### src/rtl/core/jan_pkg.sv
package jan_pkg;

	localparam int SAMPLE_BITS = 16;
	localparam logic [15:0] SAMPLE_MASK = 16'((64'd1 << SAMPLE_BITS) - 64'd1);

	localparam logic signed [15:0] FULL_SCALE = 16'sd32767;

	// quotient is always below 2^15, so the top dividend bits preload the remainder
	localparam int QUO_BITS = 15;
	localparam int CNT_BITS = $clog2(QUO_BITS);

	typedef enum logic [2:0] {
		REG_RANGE_MIN    = 3'd0,
		REG_RANGE_CENTER = 3'd1,
		REG_RANGE_MAX    = 3'd2,
		REG_DEAD_WIDTH   = 3'd3,
		REG_MIN_CHANGE   = 3'd4
	} cfg_reg_t;

	typedef struct packed {
		logic [15:0] range_min;
		logic [15:0] range_center;
		logic [15:0] range_max;
		logic [14:0] dead_width;
		logic [15:0] min_change;
	} cfg_t;

	typedef enum logic [1:0] {
		ST_IDLE,
		ST_SETUP,
		ST_DIV,
		ST_FILT
	} state_t;

endpackage

### src/rtl/core/jan_cfg.sv
module jan_cfg
	import jan_pkg::*;
(
	input  logic        clk,
	input  logic        arst_n,
	input  logic        cfg_we,
	input  logic [2:0]  cfg_idx,
	input  logic [15:0] cfg_wdata,
	output cfg_t        cfg
);

	cfg_t cfg_q;

	always_ff @(posedge clk or negedge arst_n) begin
		if (!arst_n) begin
			cfg_q.range_min    <= 16'd0;
			cfg_q.range_center <= 16'd32768;
			cfg_q.range_max    <= 16'd65535;
			cfg_q.dead_width   <= 15'd0;
			cfg_q.min_change   <= 16'd256;
		end else if (cfg_we) begin
			case (cfg_reg_t'(cfg_idx))
				REG_RANGE_MIN:    cfg_q.range_min    <= cfg_wdata;
				REG_RANGE_CENTER: cfg_q.range_center <= cfg_wdata;
				REG_RANGE_MAX:    cfg_q.range_max    <= cfg_wdata;
				REG_DEAD_WIDTH:   cfg_q.dead_width   <= cfg_wdata[14:0];
				REG_MIN_CHANGE:   cfg_q.min_change   <= cfg_wdata;
				default: ;
			endcase
		end
	end

	assign cfg = cfg_q;

endmodule

### src/rtl/core/jan_div.sv
module jan_div
	import jan_pkg::*;
(
	input  logic                clk,
	input  logic                arst_n,
	input  logic                start,
	input  logic [15:0]         dvd_hi,
	input  logic [QUO_BITS-1:0] dvd_lo,
	input  logic [15:0]         den,
	output logic                done,
	output logic [QUO_BITS-1:0] quo
);

	logic [15:0]         rem_q;
	logic [QUO_BITS-1:0] quo_q;
	logic [15:0]         den_q;
	logic [CNT_BITS-1:0] cnt_q;
	logic                busy_q;
	logic                done_q;

	logic [16:0] trial;
	logic [16:0] diff;
	logic        qbit;

	// restoring divide: one quotient bit per cycle, dividend bits shift out of quo_q
	always_comb begin
		trial = {rem_q, quo_q[QUO_BITS-1]};
		diff  = trial - {1'b0, den_q};
		qbit  = !diff[16];
	end

	always_ff @(posedge clk or negedge arst_n) begin
		if (!arst_n) begin
			busy_q <= 1'b0;
			done_q <= 1'b0;
			cnt_q  <= '0;
		end else begin
			done_q <= 1'b0;
			if (start) begin
				busy_q <= 1'b1;
				cnt_q  <= CNT_BITS'(QUO_BITS - 1);
			end else if (busy_q) begin
				if (cnt_q == '0) begin
					busy_q <= 1'b0;
					done_q <= 1'b1;
				end else begin
					cnt_q <= cnt_q - 1'b1;
				end
			end
		end
	end

	always_ff @(posedge clk) begin
		if (start) begin
			rem_q <= dvd_hi;
			quo_q <= dvd_lo;
			den_q <= den;
		end else if (busy_q) begin
			rem_q <= qbit ? diff[15:0] : trial[15:0];
			quo_q <= {quo_q[QUO_BITS-2:0], qbit};
		end
	end

	assign done = done_q;
	assign quo  = quo_q;

endmodule

### src/rtl/core/joystick_axis_normalizer.sv
// channel  dir  handshake            payload
// in       in   in_valid / in_stall  axis_sel, raw_sample
// out      out  out_valid / out_stall event_axis, axis_value, axis_delta
// cfg      in   cfg_we               cfg_idx, cfg_wdata
//
// A word on a slope goes from acceptance through setup, the divider steps, a done
// step and the filter to its decision; clamped and dead band words go from setup
// straight to the filter. in_stall is high until the decision, so the next word
// is taken only once the block is through with the previous one.
// A result waits in the output register while the next word is taken;
// a second result waits in the filter step until the register frees.
// arst_n clears config to defaults and both axes to "nothing reported".
module joystick_axis_normalizer
	import jan_pkg::*;
(
	input  logic               clk,
	input  logic               arst_n,
	input  logic               in_valid,
	output logic               in_stall,
	input  logic               axis_sel,
	input  logic [15:0]        raw_sample,
	output logic               out_valid,
	input  logic               out_stall,
	output logic               event_axis,
	output logic signed [15:0] axis_value,
	output logic signed [16:0] axis_delta,
	input  logic               cfg_we,
	input  logic [2:0]         cfg_idx,
	input  logic [15:0]        cfg_wdata
);

	cfg_t cfg;

	state_t state_q, state_d;

	logic               axis_q;
	logic [15:0]        raw_q;
	logic               neg_q;
	logic signed [15:0] val_q;
	logic signed [15:0] last_q [2];
	logic [1:0]         seen_q;

	logic               out_valid_q;
	logic               out_axis_q;
	logic signed [15:0] out_value_q;
	logic signed [16:0] out_delta_q;

	logic                div_start;
	logic                div_done;
	logic [QUO_BITS-1:0] quo;

	// setup arithmetic
	logic signed [17:0] s, lo, hi, lo_edge, hi_edge;
	logic signed [17:0] num_w, den_w;
	logic               is_min, is_max, is_dead, is_neg;
	logic [15:0]        num, den;
	logic [30:0]        prod;
	logic signed [15:0] const_val;

	// filter
	logic signed [15:0] last;
	logic signed [16:0] delta;
	logic [16:0]        mag;
	logic               drop;
	logic               out_free;
	logic               load_out;

	jan_cfg u_cfg (
		.clk       (clk),
		.arst_n    (arst_n),
		.cfg_we    (cfg_we),
		.cfg_idx   (cfg_idx),
		.cfg_wdata (cfg_wdata),
		.cfg       (cfg)
	);

	always_comb begin
		s       = {2'b00, raw_q};
		lo      = {2'b00, cfg.range_min};
		hi      = {2'b00, cfg.range_max};
		lo_edge = {2'b00, cfg.range_center} - {3'b000, cfg.dead_width};
		hi_edge = {2'b00, cfg.range_center} + {3'b000, cfg.dead_width};
		is_min  = s <= lo;
		is_max  = s >= hi;
		is_dead = (s >= lo_edge) && (s <= hi_edge);
		is_neg  = s < lo_edge;
		num_w   = is_neg ? (lo_edge - s) : (s - hi_edge);
		den_w   = is_neg ? (lo_edge - lo) : (hi - hi_edge);
		num     = num_w[15:0];
		den     = den_w[15:0];
		// 32767 * num as a shift and subtract
		prod    = {num, 15'd0} - 31'(num);
		if (is_min)
			const_val = -FULL_SCALE;
		else if (is_max)
			const_val = FULL_SCALE;
		else
			const_val = 16'sd0;
	end

	jan_div u_div (
		.clk    (clk),
		.arst_n (arst_n),
		.start  (div_start),
		.dvd_hi (prod[30:15]),
		.dvd_lo (prod[14:0]),
		.den    (den),
		.done   (div_done),
		.quo    (quo)
	);

	always_comb begin
		last     = last_q[axis_q];
		delta    = 17'(val_q) - 17'(last);
		mag      = delta[16] ? 17'(-delta) : 17'(delta);
		drop     = seen_q[axis_q] && ((val_q == last) ||
			((val_q != 16'sd0) && (last != 16'sd0) && (mag < {1'b0, cfg.min_change})));
		out_free = !out_valid_q || !out_stall;
	end

	always_comb begin
		state_d   = state_q;
		div_start = 1'b0;
		load_out  = 1'b0;
		case (state_q)
			ST_IDLE: begin
				if (in_valid)
					state_d = ST_SETUP;
			end
			ST_SETUP: begin
				if (is_min || is_max || is_dead) begin
					state_d = ST_FILT;
				end else begin
					div_start = 1'b1;
					state_d   = ST_DIV;
				end
			end
			ST_DIV: begin
				if (div_done)
					state_d = ST_FILT;
			end
			ST_FILT: begin
				if (drop) begin
					state_d = ST_IDLE;
				end else if (out_free) begin
					load_out = 1'b1;
					state_d  = ST_IDLE;
				end
			end
			default: state_d = ST_IDLE;
		endcase
	end

	always_ff @(posedge clk or negedge arst_n) begin
		if (!arst_n)
			state_q <= ST_IDLE;
		else
			state_q <= state_d;
	end

	always_ff @(posedge clk) begin
		if (state_q == ST_IDLE && in_valid) begin
			axis_q <= axis_sel;
			raw_q  <= raw_sample & SAMPLE_MASK;
		end
		if (state_q == ST_SETUP) begin
			neg_q <= is_neg;
			val_q <= const_val;
		end
		if (state_q == ST_DIV && div_done)
			val_q <= neg_q ? -16'(quo) : 16'(quo);
	end

	always_ff @(posedge clk or negedge arst_n) begin
		if (!arst_n) begin
			seen_q    <= 2'b00;
			last_q[0] <= 16'sd0;
			last_q[1] <= 16'sd0;
		end else if (load_out) begin
			seen_q[axis_q] <= 1'b1;
			last_q[axis_q] <= val_q;
		end
	end

	always_ff @(posedge clk or negedge arst_n) begin
		if (!arst_n)
			out_valid_q <= 1'b0;
		else if (load_out)
			out_valid_q <= 1'b1;
		else if (!out_stall)
			out_valid_q <= 1'b0;
	end

	// first report of an axis carries the value itself as delta
	always_ff @(posedge clk) begin
		if (load_out) begin
			out_axis_q  <= axis_q;
			out_value_q <= val_q;
			out_delta_q <= seen_q[axis_q] ? delta : 17'(val_q);
		end
	end

	assign in_stall   = (state_q != ST_IDLE);
	assign out_valid  = out_valid_q;
	assign event_axis = out_axis_q;
	assign axis_value = out_value_q;
	assign axis_delta = out_delta_q;

endmodule

### config.mk
export PLATFORM = sky130hd
export DESIGN_NAME = joystick_axis_normalizer
export DESIGN_NICKNAME = d
export VERILOG_FILES = /design/src/rtl/core/jan_pkg.sv /design/src/rtl/core/jan_cfg.sv /design/src/rtl/core/jan_div.sv /design/src/rtl/core/joystick_axis_normalizer.sv
export SDC_FILE = /design/constraint.sdc
export NUM_CORES = 1
export LEC_CHECK = 0
export BUFFER_PORTS_ARGS = -buffer_cell sky130_fd_sc_hd__buf_2
export CAP_MARGIN = 10
export CORE_MARGIN = 2
export CORE_UTILIZATION = 40
export CTS_BUF_LIST = sky130_fd_sc_hd__clkbuf_4
export CTS_CLUSTER_SIZE = 25
export DETAILED_ROUTE_END_ITERATION = 12
export HOLD_SLACK_MARGIN = 0.02
export PLACE_DENSITY = 0.57
export SKIP_LAST_GASP = 1
export SLEW_MARGIN = 20
export SYNTH_ARGS = -nofsm -noshare
export SYNTH_HDL_FRONTEND = slang
export SYNTH_SLANG_ARGS = --single-unit
### constraint.sdc
create_clock -name clk -period 13.2 [get_ports clk]
set_input_delay 1.32 -clock clk [delete_from_list [all_inputs] [get_ports clk]]
set_output_delay 1.32 -clock clk [all_outputs]
set_load 0.05 [all_outputs]
Word level (Yosys, flattened, before mapping) --
Index checks and enable logic that the tools add are counted.
Operators by class: $lt $le $gt $ge 10, bitwise operators 2, equal/unequal tests 13, reductions and logical operators 30, $add $sub $neg 12, mux-type cells 46
Operators by type and width (count):
- 16-bit 2-to-1 mux | 13
- 16-bit subtractor | 4
- 15-bit 2-to-1 mux | 3
- 17-bit 2-to-1 mux | 2
- 32-bit bitwise mux | 1
- 16-bit nonzero test | 2
- 31-bit by 16-bit subtractor with 31-bit output | 1
- 16-bit by 15-bit adder with 17-bit output | 1
- 17-bit greater-or-equal comparator | 1
- 16-bit by 17-bit less-or-equal comparator with 1-bit output | 1
- 17-bit by 16-bit < comparator with 1-bit output | 1
- 17-bit < comparator | 1
- 1-bit 2-to-1 mux | 17
- 17-bit negation | 1
- 16-bit by 15-bit subtractor with 17-bit output | 1
- 16-bit by 16-bit subtractor with 17-bit output | 1
- 17-bit by 16-bit subtractor with 17-bit output | 1
- 16-bit demux with 1-bit select | 1
- 16-bit == test | 1
- 16-bit greater-or-equal comparator | 1
- 16-bit less-or-equal comparator | 1
- 15-bit negation with 16-bit output | 1
- 4-bit 2-to-1 mux | 3
- 2-bit AND reduction | 6
- other kinds (26) | 47
Storage, ports and cells: bits in registers 237

Longest topological paths before layout --
word-level depth 14, gate-level depth with buffers 34, depth with buffers taken out 29

Modules after synthesis --
A second synthesis with hierarchy kept.
Unflattened totals: cell total of the unflattened synthesis 1987, area, all modules 19267.2 sq um
Modules (own cells, without submodules):
- joystick_axis_normalizer | seq. area each 2967.8 sq um, cells an instance 1495, area each 12798.5 sq um, instances 1
- jan_div | seq. area each 1561.5 sq um, cells an instance 321, area each 3432.0 sq um, instances 1
- jan_cfg | seq. area each 1999.4 sq um, cells an instance 171, area each 3036.7 sq um, instances 1

Worst setup path before layout --
No wires, ideal clock.
kind flip-flop to flip-flop, from register u_cfg.cfg_q, in the netlist u_cfg.cfg[47], to register u_div.rem_q[15], data pin, path slack 7.097 ns, path buffers 4, stages on the path, launching flop included 33, required time 12.945 ns, arrival time 5.848 ns, period minus slack after synthesis 6.103 ns, library setup time 0.255 ns, path through dfrtp_1 inv_1 ha_1 inv_1 fa_1 a211oi_2 o21ai_1 o2111ai_2 o22ai_2 nor2_1 nor2_1 nor2_1 xnor2_1 ha_1 clkbuf_1 nand2_1 nor3_1 o31ai_1 o2111a_1 o21a_1 nand2_8 buf_2 buf_4 buf_2 mux2i_1 inv_1 ha_1 nand2_1 nor2_1 a21oi_1 nor4_4 or4_1 a31o_1
Between the ends: cells in the longest elaborated chain, start to end 7, elaborated cells on any way between the ends 14, classes of those cells 5 x add/sub; 3 x order compare; 4 x mux; 2 x reduce/logical
Ends and longest elaborated chain:
- start: declaration | line jan_cfg.sv:12 | cfg_t cfg_q;
- parallel branches: the longest is 6 deep, another holds 31-bit by 16-bit subtractor with 31-bit output
- 16-bit 2-to-1 mux * | line jan_div.sv:54 | if (start) begin
- end signal: assignment | line jan_div.sv:55 | rem_q <= dvd_hi;
- end signal: assignment | line jan_div.sv:59 | rem_q <= qbit ? diff[15:0] : trial[15:0];
- end: declaration | line jan_div.sv:14 | logic [15:0] rem_q;
Mark *: on every way between the ends. A chain may end at the register's enable or synchronous reset.

Worst setup path after layout --
from register u_cfg.cfg_q, in the netlist u_cfg.cfg[17], to register u_div.rem_q[15], data pin
Same word-level chain as after synthesis.

==> impl_metrics.csv <==
group,metric,value,unit
synth,synth.distinct_cells,92,
drt,drt_iter0_markers,1100,
drt,routed_wl,55400,µm
clock_tree,cts_tree,"yes",
synth,yosysMostFrequentCell,"ha_1",
job,maxCapViolCount,0,
synth,async_flop_share,51.5,%
timing,worstMarginPinSlew,1.11,ns
clock_tree,clock_sinks,237,
global_routing,grt_max_degree,55,
die,die_area,0.0489,mm²
place,place_congestion,0.946,
synth,netlist_area,0.0188,mm²
drt,ant_nets,0,
synth,yosys.area.top_type,"edfxtp_1",
timing,finalCritPeriodShare,51.4,%
die,fp.dieW,221,µm
global_routing,grt_pass1_wl,84900,µm
synth,synth_top_area_share,18.3,%
global_routing,grt_overflow,0,
worst_setup_path,arrival,7.31,ns
global_routing,grt_usage,22.3,%
die,coreArea,0.0466,mm²
synth,synth_common_cells,"ha_1, inv_1, nand2_1, o21ai_0, nor2_1",
synth,synthSimpleGateAreaFrac,15.0,%
final_layout,nets,2387,
clock_tree,clk_pin_slew,0.07,ns
worst_setup_path,cp_max_fo,31,
worst_setup_path,cp-end-kind,"register",
die,dieHeight,221,µm
synth,synthAdderAreaFrac,13.9,%
place,hpwl,42800,µm
timing,tns,0,ns
final_layout,utilization,44.6,%
clock_tree,cts_htree_levels,3,
synth,synth_edf_count,115,
timing,relSlewSlack,25.7,%
clock_tree,cts_setup_buffers,0,
global_routing,grt_pass1_vias,15000,
synth,synth-compound-area-share,18.8,%
clock_tree,cts_resized,0,
clock_tree,cts_root_buf,"clkbuf_4",
timing,fin_crit,6.78,ns
clock_tree,clkLatencyLatePin,0.82,ns
synth,synth_area_leaders,"edfxtp_1, dfrtp_1, ha_1, mux2_2, o21ai_0",
die,start_util,40.5,%
synth,synth_seq_area_share,34.6,%
synth,avgSynthCellArea,9.22,µm²
synth,synth_top_family_by_area,"compound AO/OA/AOI/OAI gates",
worst_setup_path,cp.required,13.73,ns
synth,ys_ff_latch,237,
outcome,status,"complete, no violations",
min_path,hold_path_class,"primary input to asynchronous set/reset pin",
timing,slew_viol_final,0,
clock_tree,cts.hold.buffers_added,0,
synth,synth_flop_cell,"edfxtp_1",
worst_setup_path,start_kind,"register",
timing,fin_skew,0.0625,ns
drt,drc_errors,0,
worst_setup_path,setup.worst_path.class,"register to register",
synth,ys_warn_count,0,
drt,vias,15700,
timing,rsz0062_at_grt,"false",
drt,drt-pass1-iter-count,5,
synth,syn_inst,2045,
clock_tree,numCtsBuffers,68,
drt,wl_per_cell,19.7,µm
final_layout,drive_above_1_share,15.0,%
place,io_buffers,76,
drt,via_per_inst,5.60,
synth,muxShareOfSynthArea,6.57,%
clock_tree,clockBufferDepth,3,
timing,finalSetupViolCount,0,
final_layout,area_growth,10.1,%
synth,syn-num-nets,2290,
timing,fmax,147,MHz
die,placementRows,79,
final_layout,fill_cells,4563,
synth,synth_xor_area_share,6.07,%
global_routing,antenna_found_initial,3,
timing,finalHoldViolCount,0,
die,ios,77,
[worst max-delay path: stages (launching register included)]
cell	delay, ns
dfrtp_1	0.39
inv_1	0.16
ha_1	0.27
nor2b_1	0.14
o21ai_0	0.24
a21o_1	0.19
a21oi_1	0.09
nor2_1	0.16
o21ai_0	0.16
a21oi_1	0.27
o21bai_1	0.09
a21o_1	0.21
xnor2_1	0.34
ha_1	0.41
o21ai_0	0.20
nand2b_1	0.07
a21oi_1	0.20
o21a_1	0.39
nand2_8	0.23
mux2i_1	0.32
inv_1	0.10
ha_1	0.25
nand2_1	0.09
nor2_1	0.04
a21oi_1	0.58
nor4_4	0.17
or4_1	0.51
a31o_1	0.22
[final timing paths]
path / startpoint / endpoint / slack [ns] / cells after the start
max: u_cfg.cfg[17] / u_div.rem_q[15] / 6.42 / 27
min: arst_n / out_valid / 0.48 / 1
max reg2reg: u_cfg.cfg[17] / u_div.rem_q[15] / 6.42 / 27
min reg2reg: seen_q[1] / seen_q[1] / 0.50 / 1
max in group asynchronous: arst_n / u_div.cnt_q[1] / 11.09 / 3
min in group clk: seen_q[1] / seen_q[1] / 0.50 / 1
[through the flow]
step / worst slack (ns) / hold WS (ns) / std cells / instance area (µm²)
floorplan: 7.10 / 0.424 / 2045 / 18800
global placement: 6.70 / 0.473 / 2679 / 19800
detailed placement: 6.62 / 0.475 / 2679 / 19800
CTS: 6.55 / 0.468 / 2802 / 20700
global route: 5.94 / 0.483 / 2807 / 20700
finish: 6.42 / 0.483 / 2808 / 20700
[metal layers]
| layer | GRT usage, % | vias to the layer above | part of all wire, % |
|---|---|---|---|
| li1 | - | 7615 | - |
| met1 | 28.4 | 7529 | 44 |
| met2 | 36.1 | 451 | 46 |
| met3 | 4.65 | 126 | 5.3 |
| met4 | 10.5 | 0 | 4.6 |
| met5 | 0 | - | 0 |
[flip-flops by register name, indices dropped and copies added, names as in the netlist, 2 cells and up]
name         cells
axis_value      16
last_q          32
seen_q           2
u_div.rem_q     16
raw_q           16
u_cfg.cfg       79
u_div.cnt_q      4
state_q          2
val_q           16
axis_delta      17
u_div.den_q     16
u_div.quo       15
[layout make-up]
| cell class | count | area (µm²) | share of cell area [%] |
|---|---|---|---|
| antenna | 6 | 15.0 | 0.0724 |
| clock buffer | 89 | 668 | 3.22 |
| clock inverter | 34 | 229 | 1.10 |
| inverter | 176 | 666 | 3.21 |
| multi-input combinational | 1569 | 11400 | 54.9 |
| sequential | 237 | 6530 | 31.5 |
| tap | 607 | 759 | 3.66 |
| timing repair buffer | 90 | 488 | 2.35 |
[logic make-up (layout without fill, tap and decap cells)]
| logic type | count (synthesis) | count (layout) |
|---|---|---|
| AOI/OAI and AO/OA | 548 | 548 |
| xor gates and xnor gates | 129 | 129 |
| adders and majority gates | 204 | 204 |
| buffers and inverters | 239 | 389 |
| DFF | 237 | 237 |
| muxes | 114 | 114 |
| other | 0 | 6 |
| and+or+nand+nor | 574 | 574 |
[layout by cell type, fill, tap and decap left out, types with 36 or more instances in the layout]
master and n:
ha_1 196, inv_1 175, o21ai_0 174, nand2_1 174, nor2_1 141, edfxtp_1 115, a21oi_1 108, dfrtp_1 104
clkbuf_4 89, xnor2_1 84, mux2_2 78, buf_2 75, a21o_1 53, nor3_1 46, xor2_1 43, nand3_1 39
mux2i_1 36
Power is not shown: default switching activity piles up to over one toggle a cycle in this logic, so the estimate is an artifact.
